File: src/fat16_cluster_chain_engine_assert.svh
// ============================================================================
// fat16 cluster chain engine assertion macros
// concurrent checks, compiled out for synthesis
// ============================================================================
`ifndef FAT16_CLUSTER_CHAIN_ENGINE_ASSERT_SVH
`define FAT16_CLUSTER_CHAIN_ENGINE_ASSERT_SVH

`ifndef SYNTHESIS
`define FCC_ASSERT_ALWAYS(lbl, clk, rst_n, expr, msg) \
    lbl: assert property (@(posedge clk) disable iff (!rst_n) (expr)) else $error(msg);
`define FCC_ASSERT_IMPLIES(lbl, clk, rst_n, ante, cons, msg) \
    lbl: assert property (@(posedge clk) disable iff (!rst_n) (ante) |-> (cons)) \
        else $error(msg);
`define FCC_ASSERT_NEXT(lbl, clk, rst_n, ante, cons, msg) \
    lbl: assert property (@(posedge clk) disable iff (!rst_n) (ante) |=> (cons)) \
        else $error(msg);
`else
`define FCC_ASSERT_ALWAYS(lbl, clk, rst_n, expr, msg)
`define FCC_ASSERT_IMPLIES(lbl, clk, rst_n, ante, cons, msg)
`define FCC_ASSERT_NEXT(lbl, clk, rst_n, ante, cons, msg)
`endif

`endif

File: src/fcc_pkg.sv
// ============================================================================
// fcc_pkg
// shared types and constants of the fat16 cluster chain engine
// ============================================================================
`timescale 1ns / 1ps

package fcc_pkg;

    localparam int ENTRY_W         = 16;
    localparam int NUM_W           = 17;
    localparam int CFG_W           = 13;
    localparam int KIND_W          = 3;
    localparam int MAX_ENTRIES_DEF = 4096;
    localparam int CFG_RESET       = 4096;

    localparam logic [ENTRY_W-1:0] EOC_MARK   = 16'hFFFF;
    localparam logic [ENTRY_W-1:0] EOC_MIN    = 16'hFFF8;
    localparam logic [ENTRY_W-1:0] BAD_MIN    = 16'hFFF7;
    localparam logic [ENTRY_W-1:0] FREE_ENTRY = 16'h0000;
    localparam logic [ENTRY_W-1:0] FIRST_DATA = 16'h0002;

    typedef enum logic [KIND_W-1:0] {
        KIND_LOAD   = 3'd0,
        KIND_READ   = 3'd1,
        KIND_WALK   = 3'd2,
        KIND_ALLOC  = 3'd3,
        KIND_EXTEND = 3'd4
    } kind_t;

    typedef enum logic [1:0] {
        STAT_OK    = 2'd0,
        STAT_FULL  = 2'd1,
        STAT_RANGE = 2'd2
    } status_t;

    typedef enum logic [2:0] {
        ST_IDLE,
        ST_DISPATCH,
        ST_READ,
        ST_WALK_CHK,
        ST_WALK_RD,
        ST_SCAN,
        ST_LINK,
        ST_FIN
    } state_t;

    typedef struct packed {
        logic               rd_en;
        logic [ENTRY_W-1:0] rd_addr;
        logic               wr_en;
        logic [ENTRY_W-1:0] wr_addr;
        logic [ENTRY_W-1:0] wr_data;
    } mem_req_t;

    typedef struct packed {
        logic               valid;
        logic [ENTRY_W-1:0] cluster;
        status_t            status;
    } result_t;

endpackage

File: src/fcc_seq.sv
// ============================================================================
// fcc_seq
// item sequencer: dispatch, link walk and free entry scan over the table
// ============================================================================
`timescale 1ns / 1ps
`include "fat16_cluster_chain_engine_assert.svh"

module fcc_seq (
    input  logic                           clk,
    input  logic                           rst_n,
    input  logic                           in_valid,
    output logic                           in_stall,
    input  logic [fcc_pkg::KIND_W-1:0]     kind,
    input  logic [fcc_pkg::ENTRY_W-1:0]    index,
    input  logic [fcc_pkg::ENTRY_W-1:0]    value,
    input  logic [fcc_pkg::ENTRY_W-1:0]    count,
    input  logic [fcc_pkg::NUM_W-1:0]      entries,
    input  logic                           out_ready,
    output fcc_pkg::mem_req_t              mem_req,
    input  logic [fcc_pkg::ENTRY_W-1:0]    rd_data,
    output fcc_pkg::result_t               res
);
    import fcc_pkg::*;

    state_t             state_reg;
    state_t             state_next;
    logic [KIND_W-1:0]  kind_reg;
    logic [ENTRY_W-1:0] index_reg;
    logic [ENTRY_W-1:0] value_reg;
    logic [ENTRY_W-1:0] count_reg;
    logic [ENTRY_W-1:0] count_next;
    logic [ENTRY_W-1:0] scan_reg;
    logic [ENTRY_W-1:0] scan_next;
    logic [ENTRY_W-1:0] res_reg;
    logic [ENTRY_W-1:0] res_next;
    status_t            stat_reg;
    status_t            stat_next;

    logic               accept;
    logic               idx_ok;
    logic               n_small;
    logic               walk_go;
    logic               hit;
    logic               scan_last;
    logic [NUM_W-1:0]   scan_inc;

    assign accept    = in_valid && !in_stall;
    assign idx_ok    = {1'b0, index_reg} < entries;
    assign n_small   = entries < (NUM_W'(FIRST_DATA) + NUM_W'(1));
    assign walk_go   = (count_reg != '0) && (res_reg != EOC_MARK)
                       && ({1'b0, res_reg} < entries);
    assign hit       = rd_data == FREE_ENTRY;
    assign scan_inc  = {1'b0, scan_reg} + NUM_W'(1);
    assign scan_last = scan_inc >= entries;

    always_ff @(posedge clk or negedge rst_n)
    begin
        if (!rst_n)
        begin
            state_reg <= ST_IDLE;
        end
        else
        begin
            state_reg <= state_next;
        end
    end

    always_ff @(posedge clk)
    begin
        if (accept)
        begin
            kind_reg  <= kind;
            index_reg <= index;
            value_reg <= value;
        end
        count_reg <= accept ? count : count_next;
        scan_reg  <= scan_next;
        res_reg   <= res_next;
        stat_reg  <= stat_next;
    end

    // next state
    always_comb
    begin
        state_next = state_reg;
        unique case (state_reg)
            ST_IDLE:
            begin
                if (in_valid)
                begin
                    state_next = ST_DISPATCH;
                end
            end
            ST_DISPATCH:
            begin
                unique case (kind_reg)
                    KIND_READ:   state_next = idx_ok ? ST_READ : ST_FIN;
                    KIND_WALK:   state_next = ST_WALK_CHK;
                    KIND_ALLOC:  state_next = n_small ? ST_FIN : ST_SCAN;
                    KIND_EXTEND: state_next = (idx_ok && !n_small) ? ST_SCAN : ST_FIN;
                    default:     state_next = ST_FIN;
                endcase
            end
            ST_READ:     state_next = ST_FIN;
            ST_WALK_CHK: state_next = walk_go ? ST_WALK_RD : ST_FIN;
            ST_WALK_RD:  state_next = ST_WALK_CHK;
            ST_SCAN:
            begin
                if (hit)
                begin
                    state_next = (kind_reg == KIND_EXTEND) ? ST_LINK : ST_FIN;
                end
                else if (scan_last)
                begin
                    state_next = ST_FIN;
                end
            end
            ST_LINK:     state_next = ST_FIN;
            ST_FIN:
            begin
                if (out_ready)
                begin
                    state_next = ST_IDLE;
                end
            end
            default:     state_next = ST_IDLE;
        endcase
    end

    // handshake and table access
    always_comb
    begin
        in_stall        = (state_reg != ST_IDLE);
        mem_req         = '0;
        res.valid       = (state_reg == ST_FIN);
        res.cluster     = res_reg;
        res.status      = stat_reg;
        unique case (state_reg)
            ST_DISPATCH:
            begin
                unique case (kind_reg)
                    KIND_LOAD:
                    begin
                        mem_req.wr_en   = idx_ok;
                        mem_req.wr_addr = index_reg;
                        mem_req.wr_data = value_reg;
                    end
                    KIND_READ:
                    begin
                        mem_req.rd_en   = idx_ok;
                        mem_req.rd_addr = index_reg;
                    end
                    KIND_ALLOC:
                    begin
                        mem_req.rd_en   = !n_small;
                        mem_req.rd_addr = FIRST_DATA;
                    end
                    KIND_EXTEND:
                    begin
                        mem_req.rd_en   = idx_ok && !n_small;
                        mem_req.rd_addr = FIRST_DATA;
                    end
                    default:
                    begin
                        mem_req = '0;
                    end
                endcase
            end
            ST_WALK_CHK:
            begin
                mem_req.rd_en   = walk_go;
                mem_req.rd_addr = res_reg;
            end
            ST_SCAN:
            begin
                if (hit)
                begin
                    mem_req.wr_en = 1'b1;
                    if (kind_reg == KIND_EXTEND)
                    begin
                        mem_req.wr_addr = index_reg;
                        mem_req.wr_data = scan_reg;
                    end
                    else
                    begin
                        mem_req.wr_addr = scan_reg;
                        mem_req.wr_data = EOC_MARK;
                    end
                end
                else
                begin
                    mem_req.rd_en   = !scan_last;
                    mem_req.rd_addr = scan_inc[ENTRY_W-1:0];
                end
            end
            ST_LINK:
            begin
                mem_req.wr_en   = 1'b1;
                mem_req.wr_addr = scan_reg;
                mem_req.wr_data = EOC_MARK;
            end
            default:
            begin
                mem_req = '0;
            end
        endcase
    end

    // result datapath
    always_comb
    begin
        count_next = count_reg;
        scan_next  = scan_reg;
        res_next   = res_reg;
        stat_next  = stat_reg;
        case (state_reg)
            ST_DISPATCH:
            begin
                stat_next = STAT_OK;
                res_next  = '0;
                scan_next = FIRST_DATA;
                case (kind_reg)
                    KIND_LOAD:
                    begin
                        if (idx_ok)
                        begin
                            res_next = value_reg;
                        end
                        else
                        begin
                            stat_next = STAT_RANGE;
                        end
                    end
                    KIND_READ:
                    begin
                        if (!idx_ok)
                        begin
                            stat_next = STAT_RANGE;
                        end
                    end
                    KIND_WALK:
                    begin
                        res_next = index_reg;
                    end
                    KIND_ALLOC:
                    begin
                        if (n_small)
                        begin
                            res_next  = EOC_MARK;
                            stat_next = STAT_FULL;
                        end
                    end
                    KIND_EXTEND:
                    begin
                        if (!idx_ok)
                        begin
                            stat_next = STAT_RANGE;
                        end
                        else if (n_small)
                        begin
                            stat_next = STAT_FULL;
                        end
                    end
                    default:
                    begin
                        res_next = '0;
                    end
                endcase
            end
            ST_READ:
            begin
                res_next = rd_data;
            end
            ST_WALK_CHK:
            begin
                if (walk_go)
                begin
                    count_next = count_reg - ENTRY_W'(1);
                end
                else if ((count_reg != '0) && (res_reg != EOC_MARK))
                begin
                    stat_next = STAT_RANGE;
                end
            end
            ST_WALK_RD:
            begin
                res_next = rd_data;
            end
            ST_SCAN:
            begin
                if (hit)
                begin
                    res_next = scan_reg;
                end
                else if (scan_last)
                begin
                    res_next  = (kind_reg == KIND_EXTEND) ? FREE_ENTRY : EOC_MARK;
                    stat_next = STAT_FULL;
                end
                else
                begin
                    scan_next = scan_inc[ENTRY_W-1:0];
                end
            end
            ST_LINK:
            begin
                res_next = scan_reg;
            end
            default:
            begin
                res_next = res_reg;
            end
        endcase
    end

    `FCC_ASSERT_ALWAYS(a_one_port_op, clk, rst_n, !(mem_req.rd_en && mem_req.wr_en), "table read and write in one cycle")
    `FCC_ASSERT_NEXT(a_read_consumed, clk, rst_n, mem_req.rd_en, (state_reg == ST_READ) || (state_reg == ST_WALK_RD) || (state_reg == ST_SCAN), "table read data not consumed")
    `FCC_ASSERT_NEXT(a_accept_dispatch, clk, rst_n, accept, state_reg == ST_DISPATCH, "accepted beat not dispatched")
    `FCC_ASSERT_IMPLIES(a_scan_in_table, clk, rst_n, state_reg == ST_SCAN, {1'b0, scan_reg} < entries, "free scan outside table")

endmodule
File: config.mk
export PLATFORM = sky130hd
export DESIGN_NAME = fcc_seq
export DESIGN_NICKNAME = d
export VERILOG_FILES = /design/src/fcc_pkg.sv /design/src/fcc_seq.sv
export VERILOG_INCLUDE_DIRS = /design/src /design/src/src
export SDC_FILE = /design/constraint.sdc
export NUM_CORES = 1
export LEC_CHECK = 0
export BUFFER_PORTS_ARGS = -buffer_cell sky130_fd_sc_hd__buf_2
export CORE_ASPECT_RATIO = 2
export CORE_MARGIN = 1
export CORE_UTILIZATION = 49
export DETAILED_ROUTE_END_ITERATION = 6
export PLACE_DENSITY_LB_ADDON = 0.1
export SETUP_SLACK_MARGIN = 0.02
export SYNTH_ARGS = -nofsm -noshare
export SYNTH_HDL_FRONTEND = slang
export SYNTH_SLANG_ARGS = --single-unit
export TNS_END_PERCENT = 10
File: constraint.sdc
create_clock -name clk -period 3.9 [get_ports clk]
set_input_delay 0.195 -clock clk [delete_from_list [all_inputs] [get_ports clk]]
set_output_delay 0.195 -clock clk [all_outputs]
set_load 0.02 [all_outputs]
==> results.md <==
- First-pass GRT wire length: around 34,000 um
- Min Tclk post-route: 3.792 ns
- CTS tree: done
- Sequential Power Share: 33.0%
- Yosys cell types: 59
- Power per cell area: 760.1 nW/um^2
- Drc violations: 0
- Post-Synthesis Cells: around 680
- Mean Syn Cell Area: 9.339 sq um
- CTS Sinks: 88
- H-tree depth reported by CTS: 3
- Worst VDD drop: approximately 0.41 mV
- Layout Skew: 0.009282 ns
- Clock network power share: ~16%
- Core area: 12,630 sq um
- Outcome: finished, final reports clean
- Worst setup EP type: primary output
- Initial antenna violation count: 0
- Yosys warns: 0
- Vias: 6,220
- Clk slew on worst S/H paths: 0.06 ns
- Total CTS buffers: 9
- Critical Path Fanout Max: 6
- I/O Buffers: between 150 and 200
- Commonest non-fill, non-tap cells in the layout: 157 x buf_2, 85 x edfxtp_1, 76 x nand2_1
- Commonest non-fill, non-tap cell in the layout: buf_2
- CP Class: reg2out
- Slew @ Worst Pin: approximately 1.1 ns
- Data arrival time of the critical path: 3.60 ns
- Cell row count: slightly below 60
- FF-to-FF setup slack: roughly 0.35 ns
- Max Root-Sink Buffers: 2
- Max-slew headroom: 26.81%
- Synthesized area: approximately 6300 sq um
- Footprint of the multi-input gates: 3418 sq um
- Worst endpoint required time: 3.70 ns
- Filler cells: 1,165
- Average routed wire per standard cell: 22.79 um
- 1st-iter DRT viols: 524
- Global route overflow: 0
- Period Utilization, post-route: 97.24%
- Final core utilization: 61.56%
- Clk_lat worst skew: 0.34 ns
- Dpl hpwl: approximately 18,000 um
- Num ports: 158
- Pleak: 3.314 nW
- Final Hold Viols: 0
- Routed Antenna Nets: 0
- Die area: approximately 13,000 sq um
- RSZ-0062 raised after global routing: no
- Vias in the first global route: approximately 6k
- Net Sw Frac: 44.61%
- Max Cap Viol: 0
- GRT Overall Usage: 35.49%
- Final Setup Violations: 0
- ANT cells: 0
- Syn-to-layout area delta: 22.59%
- GP Congestion: 0.9450
- Reg area: 2628 sq um
- Mapped Nets: between 800 and 900
- Starting density of the core: 50.22%
- Layout cells sized above 1: 26.07%
- Fin nets: 976
- Die width: 82.44 um
- Root buf cell: clkbuf_16
- Chip height: 162.9 um
- Max-slew violation count: 0
- Synthesized flop and latch total: 88
- Synth async-reset ratio: 3.409%
- Comb power frac: 50.7%
- Worst setup SP type: flop
- Largest net degree at the start of global routing: between 60 and 70
- Fmax: around 260 MHz
- Main synth FF type: edfxtp_1
- Cell Int Power: 3.273 mW
- Post-synth EDFFs: 85
- Hold WC Path Type: in2reg
- Net Switching: roughly 2.6 mW
- Register area share after synthesis: just over 40%
- First drt pass iteration count: 5
- Overall routed net length: 22,660 um
- Total negative slack: 0 ns
- Vias/cell: between 6 and 7
stage by stage:
stage / total power, mW / std cells / cell area [sq um] / setup slack [ns] / hold slack, ns
2_1_floorplan: 3.726 / 679 / 6341 / 0.1401 / -0.1006
3_3_place_gp: 4.763 / 966 / 7320 / 0.2727 / -0.002594
3_5_place_dp: 4.823 / 966 / 7320 / 0.1524 / -0.0007458
4_1_cts: 5.804 / 985 / 7686 / 0.02130 / 0.01341
5_1_grt: 6.246 / 994 / 7774 / 0.03120 / 0.01595
6_report: 5.909 / 994 / 7774 / 0.1076 / 0.02272
power groups by stage:
stage / sequential (mW) / clock, mW / combinational [mW]
after detailed placement: 1.97 / 0 / 2.86
after global routing: 1.97 / 1.01 / 3.26
after global placement: 1.95 / 0 / 2.82
final: 1.95 / 0.966 / 2.99
after floorplan: 1.87 / 0 / 1.86
after CTS: 1.94 / 0.977 / 2.89
critical path: stages (launching register included):
cell,delay (ns)
edfxtp_1,0.46
and4_4,0.30
nand4_1,0.21
nor3_2,0.25
xnor2_1,0.20
inv_1,0.08
ha_1,0.29
nand4_1,0.14
or4_1,0.54
o22ai_1,0.17
buf_4,0.17
or3_1,0.15
nand4_1,0.11
buf_2,0.18
area by class of cell:
cell class	instances	area share, %
Tap cell	150	2.414
Multi-Input combinational cell	511	43.97
Sequential cell	88	33.80
Inverter	40	1.931
Clock buffer	10	2.945
Timing Repair Buffer	189	13.55
Clock inverter	6	1.384
synth_stat cells (all sizes together), types with 2 or more instances:
cell type / count / area, sq um
edfxtp: 85 / 2552
nand2: 77 / 291.5
nor2: 68 / 262.8
ha: 49 / 613.1
a21oi: 44 / 220.2
o21ai: 42 / 221.5
inv: 40 / 150.1
clkbuf: 32 / 120.1
o221ai: 31 / 271.5
nand4: 18 / 112.6
nand3: 17 / 85.08
a22o: 16 / 140.1
a22oi: 15 / 112.6
o21bai: 15 / 112.6
xnor2: 14 / 122.6
xor2: 13 / 113.9
a21o: 9 / 67.56
nor3: 9 / 45.04
buf: 8 / 57.55
nor4: 8 / 65.06
or4: 7 / 60.06
or3: 6 / 37.54
and3: 5 / 31.28
nand2b: 5 / 31.28
nor2b: 5 / 31.28
nor3b: 4 / 30.03
a221oi: 3 / 26.28
and2: 3 / 21.27
dfrtp: 3 / 75.07
o31ai: 3 / 22.52
a211oi: 2 / 15.01
a221o: 2 / 20.02
a41oi: 2 / 17.52
o22ai: 2 / 18.77
o31a: 2 / 17.52
o41ai: 2 / 36.29
or2: 2 / 12.51
path summary, 6_finish.rpt:
kind / cells past startpoint / startpoint / end
worst max-delay path: 13 / scan_reg[4] / mem_req[49]
worst min-delay path: 1 / kind[0] / kind_reg[0]
worst max register to register: 13 / scan_reg[4] / res_reg[15]
worst min register to register: 1 / count_reg[0] / count_reg[0]
max in group asynchronous: 2 / rst_n / state_reg[1]
min in group asynchronous: 2 / rst_n / state_reg[2]
repair_timing:
item                                   4_1_cts  5_1_grt
endpoints found under the hold margin        3        0
buffers inserted                             2        9
setup endpoints to repair                    1        1
gates resized for setup                      1        5
pin swaps                                    1        0
cloned                                       0        0
hold buffers                                 1        0
metal layers:
layer	part of all wire, %	track usage (%)
met5	0	0
met4	7.8	26.79
met3	6.2	6.218
met2	51	59.62
met1	35	38.21
kinds of logic after synthesis:
family                   Yosys count  share of synthesized area, %
AO/OA/AOI/OAI                    199                         22.10
AND/OR/NAND/NOR                  236                         17.90
buffers and inverters             80                         5.170
flip-flops                        88                         41.44
adder cells (fa/ha/maj)           49                         9.669
XOR/XNOR                          27                         3.729
Note: power is estimated with default switching activity, not from simulation.
